### src/sv/u8ncm_pkg.sv
// Shared types, constants and national character table for the UTF-8 mapper.
// No dependencies; used by every module of the block.
package u8ncm_pkg;

    // Table of national code points, index order gives the display code offset
    localparam int TABLE_SIZE        = 19;
    localparam int TABLE_ENTRIES_DEF = 19;

    localparam logic [10:0] NATIONAL_CP [TABLE_SIZE] = '{
        11'h104, 11'h105, 11'h106, 11'h107, 11'h118, 11'h119, 11'h141, 11'h142,
        11'h143, 11'h144, 11'h0d3, 11'h0f3, 11'h15a, 11'h15b, 11'h179, 11'h17a,
        11'h17b, 11'h17c, 11'h0b0
    };

    // Configuration port
    localparam int ADDR_W = 4;
    localparam int DATA_W = 32;

    localparam logic [1:0] REG_MAX_LENGTH   = 2'd0;
    localparam logic [1:0] REG_CODE_BASE    = 2'd1;
    localparam logic [1:0] REG_INVALID_CODE = 2'd2;

    localparam logic [7:0] MAX_LENGTH_RST   = 8'd255;
    localparam logic [7:0] CODE_BASE_RST    = 8'd128;
    localparam logic [7:0] INVALID_CODE_RST = 8'd127;

    // Byte classes
    localparam logic [7:0] LEAD_MIN = 8'h80;

    typedef struct packed {
        logic [7:0] text_byte;
        logic       first_byte;
    } t_in_item;

    typedef struct packed {
        logic [7:0] char_position;
        logic [7:0] char_code;
        logic       has_char;
        logic       is_last;
    } t_out_item;

endpackage

### src/sv/u8ncm_lookup.sv
// National character lookup: parallel compare of an 11-bit code point
// against the package table. Depends on u8ncm_pkg.
module u8ncm_lookup #(
    parameter int TABLE_ENTRIES = u8ncm_pkg::TABLE_ENTRIES_DEF
) (
    input  logic [10:0] i_code_point,
    input  logic [7:0]  i_code_base,
    input  logic [7:0]  i_invalid_code,
    output logic [7:0]  o_char_code
);
    import u8ncm_pkg::*;

    localparam int IDX_W = (TABLE_ENTRIES > 1) ? $clog2(TABLE_ENTRIES) : 1;

    logic             hit;
    logic [IDX_W-1:0] hit_idx;

    // Entries are unique, so at most one compare fires
    always_comb begin
        hit     = 1'b0;
        hit_idx = '0;
        for (int i = 0; i < TABLE_ENTRIES; i++) begin
            if (i_code_point == NATIONAL_CP[i]) begin
                hit     = 1'b1;
                hit_idx = IDX_W'(i);
            end
        end
    end

    // Hit maps to base plus index, wrapping at 8 bits
    assign o_char_code = hit ? (i_code_base + 8'(hit_idx)) : i_invalid_code;

endmodule

### src/sv/utf8_national_char_mapper.sv
// Top level of the UTF-8 national character mapper.
// Depends on u8ncm_pkg and u8ncm_lookup.
//
// Takes one text byte per cycle while the output is not stalled and gives
// at most one result per byte: an input register feeds a single pass of
// decode and table compare into an output register, so the sustained rate
// is one item per clock. The only loop is the string state (position,
// pending lead byte, finished flag), updated in the same cycle as the
// decode. A lead byte gives no result; the byte after it completes the
// character. The output register acts as a holding stage: the block keeps
// taking items while a result waits, and stalls the input only when a
// result is held and the next byte is already queued. Configuration is
// read back over APB and must only be written while the block holds no item.
module utf8_national_char_mapper #(
    parameter int TABLE_ENTRIES = u8ncm_pkg::TABLE_ENTRIES_DEF
) (
    input  logic                         i_clk,
    input  logic                         i_rst_n,
    // input channel
    input  logic                         i_in_valid,
    output logic                         o_in_stall,
    input  u8ncm_pkg::t_in_item          i_in_item,
    // result channel
    output logic                         o_out_valid,
    input  logic                         i_out_stall,
    output u8ncm_pkg::t_out_item         o_out_item,
    // configuration port
    input  logic                         psel,
    input  logic                         penable,
    input  logic                         pwrite,
    input  logic [u8ncm_pkg::ADDR_W-1:0] paddr,
    input  logic [u8ncm_pkg::DATA_W-1:0] pwdata,
    output logic [u8ncm_pkg::DATA_W-1:0] prdata,
    output logic                         pready
);
    import u8ncm_pkg::*;

    // Configuration registers
    logic [7:0] r_max_length, r_code_base, r_invalid_code;
    logic [1:0] reg_idx;
    logic       cfg_wr;

    assign pready  = 1'b1;
    assign reg_idx = paddr[ADDR_W-1:2];
    assign cfg_wr  = psel && penable && pwrite;

    always_ff @(posedge i_clk) begin
        if (!i_rst_n) begin
            r_max_length   <= MAX_LENGTH_RST;
            r_code_base    <= CODE_BASE_RST;
            r_invalid_code <= INVALID_CODE_RST;
        end else if (cfg_wr) begin
            case (reg_idx)
                REG_MAX_LENGTH:   r_max_length   <= pwdata[7:0];
                REG_CODE_BASE:    r_code_base    <= pwdata[7:0];
                REG_INVALID_CODE: r_invalid_code <= pwdata[7:0];
                default: ;
            endcase
        end
    end

    always_comb begin
        case (reg_idx)
            REG_MAX_LENGTH:   prdata = {24'd0, r_max_length};
            REG_CODE_BASE:    prdata = {24'd0, r_code_base};
            REG_INVALID_CODE: prdata = {24'd0, r_invalid_code};
            default:          prdata = '0;
        endcase
    end

    // Handshake: the input register moves on when the output slot is free
    logic      r_in_valid;
    t_in_item  r_in_item;
    logic      r_out_valid;
    t_out_item r_out_item;
    logic      advance, in_take;

    assign advance     = r_in_valid && (!r_out_valid || !i_out_stall);
    assign o_in_stall  = r_in_valid && !advance;
    assign in_take     = i_in_valid && !o_in_stall;
    assign o_out_valid = r_out_valid;
    assign o_out_item  = r_out_item;

    // String state
    logic [7:0] r_pos, n_pos;
    logic       r_pend, n_pend;
    logic [4:0] r_lead, n_lead;
    logic       r_fin, n_fin;

    // Effective state once a first-byte flag has cleared it
    logic [7:0]  eff_pos, pos_inc;
    logic        eff_pend, eff_fin;
    logic [4:0]  eff_lead;
    logic [7:0]  b;
    logic [7:0]  map_code;
    logic        emit;
    t_out_item   res;

    assign b        = r_in_item.text_byte;
    assign eff_pos  = r_in_item.first_byte ? 8'd0 : r_pos;
    assign eff_pend = r_in_item.first_byte ? 1'b0 : r_pend;
    assign eff_lead = r_in_item.first_byte ? 5'd0 : r_lead;
    assign eff_fin  = r_in_item.first_byte ? 1'b0 : r_fin;
    assign pos_inc  = eff_pos + 8'd1;

    u8ncm_lookup #(
        .TABLE_ENTRIES (TABLE_ENTRIES)
    ) u_lookup (
        .i_code_point   ({eff_lead, b[5:0]}),
        .i_code_base    (r_code_base),
        .i_invalid_code (r_invalid_code),
        .o_char_code    (map_code)
    );

    // Decode of one byte
    always_comb begin
        n_pos  = eff_pos;
        n_pend = eff_pend;
        n_lead = eff_lead;
        n_fin  = eff_fin;
        emit   = 1'b0;
        res    = '{char_position: eff_pos, char_code: 8'd0, has_char: 1'b0, is_last: 1'b1};
        if (eff_fin) begin
            emit = 1'b0;
        end else if (eff_pos >= r_max_length) begin
            // limit already reached: drop the byte, end-only result
            n_fin  = 1'b1;
            n_pend = 1'b0;
            emit   = 1'b1;
        end else if (eff_pend || (b != 8'd0 && b < LEAD_MIN)) begin
            // completed two-byte sequence or plain character
            n_pend        = 1'b0;
            emit          = 1'b1;
            res.char_code = eff_pend ? map_code : b;
            res.has_char  = 1'b1;
            res.is_last   = pos_inc >= r_max_length;
            n_pos         = pos_inc;
            n_fin         = pos_inc >= r_max_length;
        end else if (b == 8'd0) begin
            // terminator
            n_fin = 1'b1;
            emit  = 1'b1;
        end else begin
            // lead byte, held for the next one
            n_lead = b[4:0];
            n_pend = 1'b1;
        end
    end

    // Control registers
    always_ff @(posedge i_clk) begin
        if (!i_rst_n) begin
            r_in_valid  <= 1'b0;
            r_out_valid <= 1'b0;
            r_pos       <= 8'd0;
            r_pend      <= 1'b0;
            r_lead      <= 5'd0;
            r_fin       <= 1'b1;
        end else begin
            if (in_take) begin
                r_in_valid <= 1'b1;
            end else if (advance) begin
                r_in_valid <= 1'b0;
            end
            if (advance) begin
                r_out_valid <= emit;
                r_pos       <= n_pos;
                r_pend      <= n_pend;
                r_lead      <= n_lead;
                r_fin       <= n_fin;
            end else if (!i_out_stall) begin
                r_out_valid <= 1'b0;
            end
        end
    end

    // Payload registers
    always_ff @(posedge i_clk) begin
        if (in_take) begin
            r_in_item <= i_in_item;
        end
        if (advance) begin
            r_out_item <= res;
        end
    end

endmodule

### config.mk
export PLATFORM = sky130hd
export DESIGN_NAME = utf8_national_char_mapper
export DESIGN_NICKNAME = d
export VERILOG_FILES = /design/src/sv/u8ncm_pkg.sv /design/src/sv/u8ncm_lookup.sv /design/src/sv/utf8_national_char_mapper.sv
export SDC_FILE = /design/constraint.sdc
export NUM_CORES = 1
export LEC_CHECK = 0
export ABC_AREA = 1
export BUFFER_PORTS_ARGS = -buffer_cell sky130_fd_sc_hd__clkbuf_2
export CAP_MARGIN = 20
export CORE_MARGIN = 2
export CORE_UTILIZATION = 55
export DETAILED_ROUTE_END_ITERATION = 10
export PLACE_DENSITY_LB_ADDON = 0.25
export SETUP_SLACK_MARGIN = 0.02
export SLEW_MARGIN = 15
export SYNTH_ARGS = -nofsm -noshare
export SYNTH_HDL_FRONTEND = slang
export SYNTH_SLANG_ARGS = --single-unit
### constraint.sdc
create_clock -name i_clk -period 7.8 [get_ports i_clk]
set_input_delay 0.39 -clock i_clk [delete_from_list [all_inputs] [get_ports i_clk]]
set_output_delay 0.39 -clock i_clk [all_outputs]
set_load 0.005 [all_outputs]
### After elaboration in Yosys (flattened, before gate mapping)

Cells that the tools add are included.

* flip-flop bits (word level): 68
* bits of input ports: 52
* output and inout bits: 53
* word-level logic and storage cells: 131

* add/sub/neg operators: 2
* order comparisons: 3
* equality and inequality tests: 22
* muxes and demuxes: 67
* bitwise gates (word level): 1
* reduce and logical (&&, ||, !) cells: 21

Operator list (number)
* == test 11 x 9 -> 1 bit (second input constant): 16
* two-way mux 8 bit: 6
* two-way mux 5 bit: 8
* two-way mux 1 bit: 37
* == test 11 x 8 -> 1 bit (second input constant): 3
* two-way mux 4 bit: 8
* case mux 8 bit (3 select lines): 1
* greater-or-equal comparator 8 bit: 2
* two-way mux 3 bit: 4
* adder 8 x 1 -> 8 bit (second input constant): 1
* adder 8 x 5 -> 8 bit: 1
* zero test 8 bit: 1
* less-than comparator 8 bit (second input constant): 1
* nonzero test 8 bit: 1
* logical AND 1 bit: 6
* two-way mux 2 bit: 3
* AND reduction 2 bit: 3
* zero test 1 bit: 4
* OR reduction 3 bit: 1
* == test 2 x 1 -> 1 bit (second input constant): 1
* == test 2 bit (second input constant): 1
* zero test 2 bit: 1
* logical OR 1 bit: 2
* != test 2 x 1 -> 1 bit (second input constant): 1
* other kinds (3): 3

### Longest topological paths before layout

Gate-level depths: netlist of the first run.

* depth in word-level cells: 23
* depth in mapped cells: 20
* depth with buffers taken out: 19

### Cells and area by module

A second synthesis of the first run with hierarchy kept.

* cell total of the unflattened synthesis: 626
* area, all modules: 4570.6 um^2

Modules (own cells, without submodules)
* utf8_national_char_mapper: times used 1, cells each 481, area an instance 3738.6 um^2, seq. area each 1631.6 um^2
* u8ncm_lookup: times used 1, cells each 145, area an instance 832.0 um^2, seq. area each 0.0 um^2

### Least setup slack after synthesis of the first run

Ideal clock, no wire load.

* kind: register -> register
* start: reg r_in_item (netlist bit b[2])
* end: reg r_out_item (netlist bit o_out_item[8]), data pin
* library setup time: 257 ps
* arrival: 2575 ps
* data required time: 7543 ps
* slack: 4968 ps
* stages on the path, launching flop included: 19
* path buffers: 0
* period minus slack after synthesis: 2832 ps
* cells stage by stage: edfxtp_1 -> nor2_2 -> inv_2 -> nor3_2 -> nand2_1 -> nand3_1 -> nand4_1 -> o211ai_1 -> nand4_1 -> ha_1 -> fa_1 -> nand3_1 -> nand3_1 -> nand2_1 -> a21oi_1 -> xnor2_1 -> nand2_1 -> nand3_1 -> a21oi_1

* longest elaborated chain between the ends: 22
* elaborated cells between the ends (all ways): 65
* those cells by class: add/sub (1); order compare (1); eq/ne (19); mux (39); bitwise (1); reduce/logical (4)

Ends and longest elaborated chain
* from (decl): RTL line utf8_national_char_mapper.sv:73 `t_in_item r_in_item;`
* from (signal assigned): RTL line utf8_national_char_mapper.sv:180 `r_in_item <= i_in_item;`
* == test 11 x 9 -> 1 bit: RTL line u8ncm_lookup.sv:23 `if (i_code_point == NATIONAL_CP[i]) begin`
* two-way mux 1 bit: RTL line u8ncm_lookup.sv:23
* two-way mux 2 bit / two-way mux 1 bit (equally long branches) (2 in a row): RTL line u8ncm_lookup.sv:23
* two-way mux 3 bit / two-way mux 1 bit (equally long branches) (4 in a row): RTL line u8ncm_lookup.sv:23
* two-way mux 4 bit / two-way mux 1 bit (equally long branches) (8 in a row): RTL line u8ncm_lookup.sv:23
* two-way mux 5 bit / two-way mux 1 bit (equally long branches) (3 in a row): RTL line u8ncm_lookup.sv:23
* adder 8 x 5 -> 8 bit / two-way mux 1 bit (equally long branches): RTL line u8ncm_lookup.sv:31, u8ncm_lookup.sv:23
* two-way mux 8 bit: RTL line u8ncm_lookup.sv:31 `assign o_char_code = hit ? (i_code_base + 8'(hit_idx)) : i_invalid_code;`
* two-way mux 8 bit: RTL line utf8_national_char_mapper.sv:134 `res.char_code = eff_pend ? map_code : b;`
* to (signal assigned): RTL line utf8_national_char_mapper.sv:183 `r_out_item <= res;`
* to (decl): RTL line utf8_national_char_mapper.sv:75 `t_out_item r_out_item;`

Parallel ways exist; a longest one is shown, timed or not.
A chain may end at the register's enable or synchronous reset.

### Worst setup path in the final report of the first run

* start: reg r_in_item[0] in the netlist's numbering
* end: reg r_out_item (netlist bit o_out_item[8]), data pin

* longest elaborated chain between the ends: 23
* elaborated cells between the ends (all ways): 67
* those cells by class: add/sub (1); order compare (1); eq/ne (19); mux (43); bitwise (1); reduce/logical (2)

Ends and longest elaborated chain
* two-way mux 5 bit: RTL line utf8_national_char_mapper.sv:102 `assign eff_lead = r_in_item.first_byte ? 5'd0 : r_lead;`
* == test 11 x 9 -> 1 bit: RTL line u8ncm_lookup.sv:23
* two-way mux 1 bit: RTL line u8ncm_lookup.sv:23
* two-way mux 2 bit / two-way mux 1 bit (equally long branches) (2 in a row): RTL line u8ncm_lookup.sv:23
* two-way mux 3 bit / two-way mux 1 bit (equally long branches) (4 in a row): RTL line u8ncm_lookup.sv:23
* two-way mux 4 bit / two-way mux 1 bit (equally long branches) (8 in a row): RTL line u8ncm_lookup.sv:23
* two-way mux 5 bit / two-way mux 1 bit (equally long branches) (3 in a row): RTL line u8ncm_lookup.sv:23
* adder 8 x 5 -> 8 bit / two-way mux 1 bit (equally long branches): RTL line u8ncm_lookup.sv:31, u8ncm_lookup.sv:23
* two-way mux 8 bit: RTL line u8ncm_lookup.sv:31
* two-way mux 8 bit: RTL line utf8_national_char_mapper.sv:134

Parallel ways exist; a longest one is shown, timed or not.

==> flow_summary.json, run 1 <==
{
  "hold_buffers": 0,
  "cts_tree": "yes",
  "ys_seq_area_share_pct": 35.68,
  "cts_htree_levels": 3,
  "internal_power_uw": 606.5,
  "ctsResizeCount": 0,
  "syn-cell-area_mm2": 0.004573,
  "min_path_cells": 1,
  "start_kind": "flip-flop",
  "max_slew.worst_pin.slew_ns": 0.9443,
  "wl_met3_um": 751,
  "outcome": "complete, no violations",
  "final_nets": 722,
  "r2r-end": "o_out_item[8]",
  "wl_met2_mm": 5.300,
  "drc_errors": 0,
  "path_cells": "inv_6 -> nand2_2 -> nor2_2 -> nand4_1 -> nand2_1 -> nand3_1 -> nand4_1 -> o211ai_1 -> nand4_1 -> ha_1 -> fa_1 -> nand3_1 -> nand3_1 -> nand2_1 -> a21oi_1 -> xnor2_1 -> nand2_1 -> nand3_1 -> a21oi_1",
  "critPathSlowestCell": "edfxtp_1",
  "critPathRequiredTime_ns": 7.90,
  "dr.pass1.iters": 5,
  "placed_cells": 741,
  "die_h_um": 95.19,
  "vias_per_cell": 5.490,
  "hpwl_mm": 8.505,
  "dr.max_layer_used": "met4",
  "gp_congestion": 0.9133,
  "synth.distinct_cells": 42,
  "swShare_pct": 26.76,
  "overflow": 0,
  "rsz0062_at_grt": "no",
  "clockRootBuffer": "clkbuf_8",
  "grt_max_degree": 36,
  "ios": 105,
  "grt_pass1_vias": 3870,
  "relSlewSlack_pct": 36.82,
  "synth_largest_area_cell": "dfxtp_1",
  "ys_warn_count": 0,
  "finalNonFillerCells": 757,
  "clockBufferDepth": 2,
  "fmax_mhz": 289.2,
  "critical-path-max-stage-delay_ns": 0.61,
  "antenna_found_initial": 0,
  "synthCells": 596,
  "fillerInstances": 741,
  "drt.antenna.violating_nets": 0,
  "regToRegSetupSlack_ns": 4.34,
  "p_comb_share_pct": 11.7,
  "period_minus_slack_ns": 3.457,
  "cp.buffers_inverters": 1,
  "peakVddDrop_v": 0.00009922,
  "clk_latency_ns": 0.35,
  "min_path_type": "in -> reg",
  "synth.most_common_cell": "nand2_1",
  "hp-start": "i_in_item[0]",
  "port_buffers": 53,
  "worst-r2r-cell-count": 19,
  "reg2reg_from": "r_in_item[0]",
  "fin_skew_ns": 0.01671,
  "worst-setup-path-type": "reg -> reg",
  "critPathTopFamily": "simple AND/OR/NAND/NOR gates",
  "initial_core_util_pct": 56.22,
  "setup_tns_ns": 0,
  "cts.sinks": 68,
  "power.share.clock_pct": 40.2,
  "wl_mm": 11.12,
  "drv_slew": 0,
  "utilization_pct": 61.88,
  "netlist.area_leader.share_pct": 17.95,
  "drv_cap": 0,
  "crit_top_cell": "nand3_1",
  "syn_avg_cell_area_um2": 7.673,
  "cts_buffers": 9,
  "power.switching_uw": 221.6,
  "seq_power_share_pct": 48.1,
  "crit_arrival_ns": 3.56,
  "yosys-top-cells-count": "nand2_1 (109), inv_1 (67), nand3_1 (56)",
  "drive_above_1_share_pct": 19.63,
  "area_growth_pct": 10.07,
  "hold_viol": 0,
  "synth_flop_cell": "dfxtp_1",
  "fp-row-count": 33,
  "critPathCaptureType": "flip-flop",
  "coreArea_mm2": 0.008134,
  "power_density_mw_per_mm2": 164.5,
  "crit_fanout": 13,
  "p_leak_nw": 2.391,
  "synth.area.top_cells": "dfxtp_1 (18%), edfxtp_1 (18%), nand2_1 (8.9%)",
  "cts_setup_buffers": 0,
  "dieArea_mm2": 0.009060,
  "drt-met1-wl_mm": 4.934,
  "via_count": 4156,
  "n_antenna_cell": 0,
  "synth-seq-cells": 68,
  "clk_pin_slew_ns": 0.08,
  "hold-path-endpoint": "r_in_item[0]",
  "finalSetupViolations": 0,
  "ys_async_sr_fraction_pct": 0,
  "synth_edf_count": 27,
  "finalCritPeriodShare_pct": 44.32,
  "drt_iter0_markers": 243,
  "grt_pass1_wl_mm": 18.38,
  "grtUsageTotal_pct": 26.24,
  "fp.dieW_um": 95.19,
  "wl_per_cell_um": 14.68
}
[layer usage]
layer / global-route usage [%] / vias up
met5: 0 / -
met4: 7.488 / 0
met3: 5.375 / 16
met2: 43.43 / 167
met1: 34.73 / 1921
li1: - / 2052
[power by group through the flow]
| stage | logic (mW) | clock network (mW) | registers (mW) |
|---|---|---|---|
| after floorplan | 0.0762 | 0 | 0.400 |
| after global placement | 0.0937 | 0 | 0.405 |
| after detailed placement | 0.0959 | 0 | 0.406 |
| after CTS | 0.0964 | 0.339 | 0.398 |
| after global routing | 0.109 | 0.356 | 0.400 |
| final | 0.0972 | 0.333 | 0.398 |
[state kept, by name, summed over array words and instances, names as in the netlist]
name / cells
r_fin: 1
r_max_length: 8
r_in_valid: 1
r_code_base: 8
r_lead: 5
o_out_item: 18
r_in_item: 1
b: 8
r_pos: 8
o_out_valid: 1
r_invalid_code: 8
r_pend: 1
[metrics by stage]
step                      power [mW]  hold slack [ns]  worst slack, ns  cell area, µm²
after floorplan               0.4762           0.4452            4.968            4659
after global placement        0.4990           0.4549            4.416            4811
after detailed placement      0.5016           0.4552            4.382            4811
after CTS                     0.8334           0.1963            4.334            5034
after global routing          0.8650           0.1853            4.095            5034
final                         0.8281           0.2131            4.343            5034
[area by class of cell]
class                           instances  area (µm²)  share of cell area (%)
Timing Repair Buffer                   54       272.8                   5.419
Inverter                               83       316.6                   6.289
Clock inverter                          5       81.33                   1.616
Sequential cell                        68        1632                   32.41
Tap cell                              105       131.4                   2.610
Multi-Input combinational cell        431        2459                   48.84
Clock buffer                           11       141.4                   2.809
[worst register-to-register path, cell delays in order (launching register included)]
cell and delay (ns):
edfxtp_1 0.61, inv_6 0.23, nand2_2 0.08, nor2_2 0.34, nand4_1 0.26, nand2_1 0.12
nand3_1 0.07, nand4_1 0.09, o211ai_1 0.09, nand4_1 0.10, ha_1 0.20, fa_1 0.23
nand3_1 0.08, nand3_1 0.11, nand2_1 0.06, a21oi_1 0.15, xnor2_1 0.14, nand2_1 0.07
nand3_1 0.07, a21oi_1 0.09
[kinds of logic (layout without fill, tap and decap cells)]
kind of cell    Yosys count  in the layout  synth area share, %
simple gates            277            277                30.42
xor+xnor                 12             12                2.298
compound gates           94             94                12.48
buf+inv                 120            153                12.50
fa+ha+maj                23             23                6.457
other cells               2             25               0.1642
flops                    68             68                35.68
[worst max-delay path by stage]
stage | slack, ns | to | depth (start not counted) | startpoint
after floorplan | 4.97 | o_out_item[8] | 18 | b[2]
after global placement | 4.42 | o_out_item[8] | 19 | r_in_item[0]
after CTS | 4.33 | o_out_item[8] | 19 | r_in_item[0]
final | 4.34 | o_out_item[8] | 19 | r_in_item[0]
after global routing | 4.10 | o_out_item[8] | 19 | r_in_item[0]
after detailed placement | 4.38 | o_out_item[8] | 19 | r_in_item[0]
[placed cells by master, fill, tap and decap left out, types with 13 or more instances in the layout]
| cell type | synthesis | final |
|---|---|---|
| nand2_2 | 13 | 13 |
| dfxtp_1 | 41 | 41 |
| nand3_1 | 56 | 56 |
| nand2_1 | 109 | 109 |
| o21ai_0 | 20 | 20 |
| conb_1 | 2 | 25 |
| ha_1 | 22 | 22 |
| o211ai_1 | 22 | 22 |
| nor2_1 | 51 | 50 |
| a21oi_1 | 35 | 35 |
| clkbuf_2 | 0 | 53 |
| inv_1 | 67 | 67 |
| edfxtp_1 | 27 | 27 |
| inv_2 | 13 | 13 |
(Power assumes the default switching activity.)
==> run 2, diff against run 1 <==
--- a/config.mk
+++ b/config.mk
@@ -5,11 +5,11 @@
 export SDC_FILE = /design/constraint.sdc
 export NUM_CORES = 1
 export LEC_CHECK = 0
-export ABC_AREA = 1
+export ABC_AREA = 0
 export BUFFER_PORTS_ARGS = -buffer_cell sky130_fd_sc_hd__clkbuf_2
 export CAP_MARGIN = 20
 export CORE_MARGIN = 2
-export CORE_UTILIZATION = 55
+export CORE_UTILIZATION = 54
 export DETAILED_ROUTE_END_ITERATION = 10
 export PLACE_DENSITY_LB_ADDON = 0.25
 export SETUP_SLACK_MARGIN = 0.02
==> constraint.sdc (replaced) <==
create_clock -name i_clk -period 3.19 [get_ports i_clk]
set_input_delay 0.1595 -clock i_clk [delete_from_list [all_inputs] [get_ports i_clk]]
set_output_delay 0.1595 -clock i_clk [all_outputs]
set_load 0.005 [all_outputs]
==> flow_summary.json, run 2 <==
{
  "drv_slew": 0,
  "grtUsageTotal_pct": 24.73,
  "final_nets": 620,
  "netlist.area_leader.share_pct": 19.51,
  "ys_warn_count": 0,
  "synth_largest_area_cell": "dfxtp_1",
  "vias_per_cell": 5.584,
  "seq_power_share_pct": 51.1,
  "dieArea_mm2": 0.008515,
  "hpwl_mm": 7.592,
  "fin_area_mm2": 0.004991,
  "reg2reg_from": "r_in_item[0]",
  "crit_arrival_ns": 3.29,
  "cp-endpoint": "o_out_item[9]",
  "max_slew.worst_pin.slew_ns": 0.7390,
  "antenna_found_initial": 0,
  "synth-seq-cells": 68,
  "hold_viol": 0,
  "via_count": 3641,
  "die_h_um": 92.28,
  "drc_errors": 0,
  "grt_pass1_vias": 3352,
  "cts_buffers": 9,
  "crit_fanout": 5,
  "critical-path-max-stage-delay_ns": 0.45,
  "r2r-end": "o_out_item[9]",
  "synth.area.top_cells": "dfxtp_1 (20%), edfxtp_1 (19%), ha_1 (6.5%)",
  "critPathSlowestCell": "edfxtp_1",
  "p_leak_nw": 2.215,
  "syn-cell-area_mm2": 0.004208,
  "min_path_type": "in -> reg",
  "rsz0062_at_grt": "yes",
  "p_comb_share_pct": 10.5,
  "cts_tree": "yes",
  "internal_power_mw": 1.385,
  "wl_mm": 10.21,
  "period_minus_slack_ns": 3.147,
  "gp_congestion": 0.9460,
  "critPathTopFamily": "compound AO/OA/AOI/OAI gates",
  "regToRegSetupSlack_ns": 0.04,
  "worst-setup-path-type": "reg -> reg",
  "ios": 105,
  "fmax_mhz": 317.7,
  "cts_htree_levels": 3,
  "critPathRequiredTime_ns": 3.33,
  "area_growth_pct": 18.61,
  "cts.sinks": 68,
  "crit_path_start": "r_in_item[0]",
  "drt_iter0_markers": 208,
  "clk_latency_ns": 0.33,
  "placed_cell_area_mm2": 0.004599,
  "grt_pass1_wl_mm": 16.62,
  "hold_ws_ns": 0.01050,
  "grt_max_degree": 26,
  "placed_cells": 622,
  "largest_register_ffs": 18,
  "clockRootBuffer": "clkbuf_8",
  "initial_core_util_pct": 55.02,
  "ys_async_sr_fraction_pct": 0,
  "relSlewSlack_pct": 50.68,
  "syn_avg_cell_area_um2": 9.049,
  "outcome": "complete, no violations",
  "coreArea_mm2": 0.007647,
  "clockBufferDepth": 2,
  "cp.buffers_inverters": 1,
  "synth_edf_count": 27,
  "cp_num_cells": 14,
  "port_buffers": 53,
  "start_kind": "flip-flop",
  "clk_pin_slew_ns": 0.08,
  "path_cells": "nor4b_4 -> nand2_2 -> nor3_2 -> o21a_1 -> o32ai_2 -> a21oi_1 -> ha_2 -> buf_4 -> a21oi_2 -> o211ai_1 -> a21oi_2 -> nor3_1 -> nor3_1 -> a2111oi_2",
  "fp-row-count": 32,
  "drt.antenna.violating_nets": 0,
  "synth.distinct_cells": 64,
  "fp.dieW_um": 92.28,
  "critPathCaptureType": "flip-flop",
  "drive_above_1_share_pct": 23.45,
  "fin_skew_ns": 0.005808,
  "n_antenna_cell": 0,
  "synthCells": 465,
  "swShare_pct": 25.63,
  "finalCritPeriodShare_pct": 98.66,
  "power_density_mw_per_mm2": 373.1,
  "worst-r2r-cell-count": 14,
  "mostFrequentLayoutCells": "nand2_1 (53), clkbuf_2 (53), dfxtp_1 (41)",
  "finalSetupViolations": 0,
  "dr.pass1.iters": 5,
  "synth.most_common_cell": "nand2_1",
  "synth_flop_cell": "dfxtp_1",
  "finalNonFillerCells": 652,
  "drv_cap": 0,
  "overflow": 0,
  "wl_per_cell_um": 15.66,
  "power.share.clock_pct": 38.4,
  "yosys-top-cells-count": "nand2_1 (55), dfxtp_1 (41), nor2_1 (33)",
  "ys_seq_area_share_pct": 38.77,
  "power.switching_uw": 477.3,
  "peakVddDrop_v": 0.0002837
}
## run 2: cells by family after synthesis
group,synth area share (%)
AOI/OAI and AO/OA,15.37
xor gates and xnor gates,2.706
adders and majority gates,7.017
buffers and inverters,8.683
DFF,38.78
muxes,5.947
other,0.1785
and+or+nand+nor,21.32
## run 2: timing repair
item,4_1_cts,5_1_grt
buffers inserted,0,6
endpoints found under the hold margin,8,0
endpoints found under the setup margin,5,8
resized for setup,2,16
hold buffers,8,0
pin swaps,0,13
## run 2: worst min-delay path by stage
stage	slack (ns)	start	cells past startpoint	end
CTS	0.002	i_in_item[8]	1	b[7]
global placement	0.34	i_in_item[2]	1	b[1]
floorplan	0.26	i_in_item[1]	0	b[0]
global route	0.001	i_in_item[8]	1	b[7]
finish	0.01	i_in_item[8]	1	b[7]
detailed placement	0.34	i_in_item[1]	1	b[0]
## run 2: per-stage QoR
| stage | setup TNS [ns] | setup WS (ns) | power (mW) | util, % |
|---|---|---|---|---|
| 2_1_floorplan | 0 | 0.2376 | 1.097 | - |
| 3_3_place_gp | 0 | 0.01117 | 1.147 | 60.14 |
| 3_5_place_dp | 0 | 0.01021 | 1.151 | 60.14 |
| 4_1_cts | 0 | 0.03092 | 1.865 | 63.99 |
| 5_1_grt | -0.5435 | -0.1840 | 1.935 | 65.27 |
| 6_report | 0 | 0.04286 | 1.862 | 65.27 |
## run 2: metal layers
layer | global-route usage, % | part of all wire (%) | up-vias
li1 | - | - | 1788
met1 | 34.68 | 47 | 1736
met2 | 40.01 | 47 | 105
met3 | 3.862 | 4.4 | 12
met4 | 6.468 | 1.4 | 0
met5 | 0 | 0 | -
## run 2: cell type report
type                            count  area [µm²]
Fill cell                         664        2656
Multi-Input combinational cell    351        2359
Sequential cell                    68        1632
Timing Repair Buffer               93       585.6
Clock buffer                       12       177.7
Tap cell                          102       127.6
Inverter                           22       82.58
Clock inverter                      4       27.53
## run 2: power by group through the flow
stage | Combinational (mW) | Clock (mW) | Sequential (mW)
after floorplan | 0.136 | 0 | 0.961
after global placement | 0.177 | 0 | 0.970
after detailed placement | 0.180 | 0 | 0.971
after CTS | 0.189 | 0.725 | 0.951
after global routing | 0.217 | 0.764 | 0.954
final | 0.195 | 0.715 | 0.952
## run 2: worst reg2reg max path, stage by stage, from the launching register on
cell and delay (ns):
edfxtp_1 0.45, nor4b_4 0.42, nand2_2 0.15, nor3_2 0.21, o21a_1 0.15, o32ai_2 0.07
a21oi_1 0.21, ha_2 0.22, buf_4 0.11, a21oi_2 0.05, o211ai_1 0.20, a21oi_2 0.11
nor3_1 0.20, nor3_1 0.08, a2111oi_2 0.34
==> run 3, diff against run 2 <==
--- a/config.mk
+++ b/config.mk
@@ -12,6 +12,7 @@
 export CORE_UTILIZATION = 54
 export DETAILED_ROUTE_END_ITERATION = 10
 export PLACE_DENSITY_LB_ADDON = 0.25
+export RECOVER_POWER = 100
 export SETUP_SLACK_MARGIN = 0.02
 export SLEW_MARGIN = 15
 export SYNTH_ARGS = -nofsm -noshare
==> flow_summary.json, run 3 (synthesis gave the netlist of run 2 again) <==
{
  "hold_viol": 0,
  "fin_skew_ns": 0.006003,
  "wl_mm": 10.24,
  "finalSetupViolations": 0,
  "fp-row-count": 32,
  "port_buffers": 53,
  "critPathRequiredTime_ns": 3.34,
  "drc_errors": 0,
  "peakVddDrop_v": 0.0002828,
  "critPathTopFamily": "compound AO/OA/AOI/OAI gates",
  "clk_latency_ns": 0.33,
  "dieArea_mm2": 0.008515,
  "rsz0062_at_grt": "yes",
  "antenna_found_initial": 0,
  "min_path_type": "in -> reg",
  "mostFrequentLayoutCells": "nand2_1 (53), clkbuf_2 (41), dfxtp_1 (41)",
  "grtUsageTotal_pct": 24.73,
  "fp.dieW_um": 92.28,
  "initial_core_util_pct": 55.02,
  "dr.pass1.iters": 5,
  "clk_pin_slew_ns": 0.08,
  "finalCritPeriodShare_pct": 98.54,
  "gp_congestion": 0.9460,
  "cts_tree": "yes",
  "clockRootBuffer": "clkbuf_8",
  "drv_slew": 0,
  "cts.sinks": 68,
  "fmax_mhz": 318.1,
  "critical-path-max-stage-delay_ns": 0.45,
  "grt_pass1_wl_mm": 16.62,
  "max_slew.worst_pin.slew_ns": 1.462,
  "crit_arrival_ns": 3.29,
  "relSlewSlack_pct": 2.555,
  "largest_register_ffs": 18,
  "area_growth_pct": 17.51,
  "worst-setup-path-type": "reg -> reg",
  "outcome": "complete, no violations",
  "drv_cap": 0,
  "hpwl_mm": 7.592,
  "path_cells": "nor4b_4 -> nand2_2 -> nor3_2 -> o21a_1 -> o32ai_2 -> a21oi_1 -> ha_2 -> buf_4 -> a21oi_2 -> o211ai_1 -> a21oi_2 -> nor3_1 -> nor3_1 -> a2111oi_2",
  "crit_fanout": 5,
  "cts_htree_levels": 3,
  "via_count": 3643,
  "drive_above_1_share_pct": 19.64,
  "start_kind": "flip-flop",
  "power_density_mw_per_mm2": 376.0,
  "p_leak_nw": 2.146,
  "hold_ws_ns": 0.01062,
  "drt.antenna.violating_nets": 0,
  "die_h_um": 92.28,
  "critPathSlowestCell": "edfxtp_1",
  "drt_iter0_markers": 235,
  "grt_max_degree": 26,
  "final_nets": 620,
  "n_antenna_cell": 0,
  "clockBufferDepth": 2,
  "critPathCaptureType": "flip-flop",
  "coreArea_mm2": 0.007647,
  "ios": 105,
  "vias_per_cell": 5.587,
  "total_power_mw": 1.859,
  "regToRegSetupSlack_ns": 0.05,
  "overflow": 0,
  "grt_pass1_vias": 3352,
  "wl_per_cell_um": 15.70,
  "cp.buffers_inverters": 1,
  "cts_buffers": 9,
  "period_minus_slack_ns": 3.143,
  "final_common_cell": "nand2_1"
}
## run 3: worst paths after layout
kind                                   start            end  depth (start not counted)
worst max register to register  r_in_item[0]  o_out_item[9]                         14
worst min register to register      r_pos[7]       r_pos[7]                          1
worst min-delay path            i_in_item[8]           b[7]                          1
worst max-delay path            r_in_item[0]  o_out_item[9]                         14
## run 3: where the power goes
group	leakage, nW	internal, mW	switching, mW	total, mW
logic	1.44	0.0740	0.118	0.192
registers	0.599	0.930	0.0219	0.952
clock network	0.103	0.378	0.338	0.716
## run 3: stage by stage
stage	cells	utilization [%]	worst slack, ns	TNS, ns	cell area [µm²]
after floorplan	488	-	0.2376	0	4294
after global routing	652	64.66	-0.1840	-0.8256	4945
final	652	64.66	0.04668	0	4945
after global placement	622	60.14	0.01117	0	4599
after CTS	646	63.99	0.03092	0	4893
after detailed placement	622	60.14	0.01021	0	4599
## run 3: worst reg2reg max path, delay by kind of cell (launching register included)
| kind | cells | cell delay [ns] |
|---|---|---|
| buf+inv | 1 | 0.11 |
| flops | 1 | 0.45 |
| simple gates | 5 | 1.05 |
| compound gates | 7 | 1.13 |
| fa+ha+maj | 1 | 0.22 |
## run 3: area by class of cell
class                   instances  area [µm²]
fillers                       677        2703
multi-input cells             351        2357
flip-flops and latches         68        1632
repair buffers                 93       540.5
clock buffers                  12       177.7
well taps                     102       127.6
inverters                      22       82.58
clock inverters                 4       27.53
## run 3: routing by layer
layer,share of wire [%],vias up,global-route usage (%)
met2,47,119,40.01
met3,4.7,12,3.862
met1,47,1722,34.68
met5,0,-,0
li1,-,1790,-
met4,1.4,0,6.468
## run 3: what timing repair did
item                                   CTS  global route
resized for setup                        2            16
pin swaps                                0            13
hold buffers                             8             0
endpoints found under the hold margin    8             0
setup buffers                            0             6
setup endpoints to repair                5             8
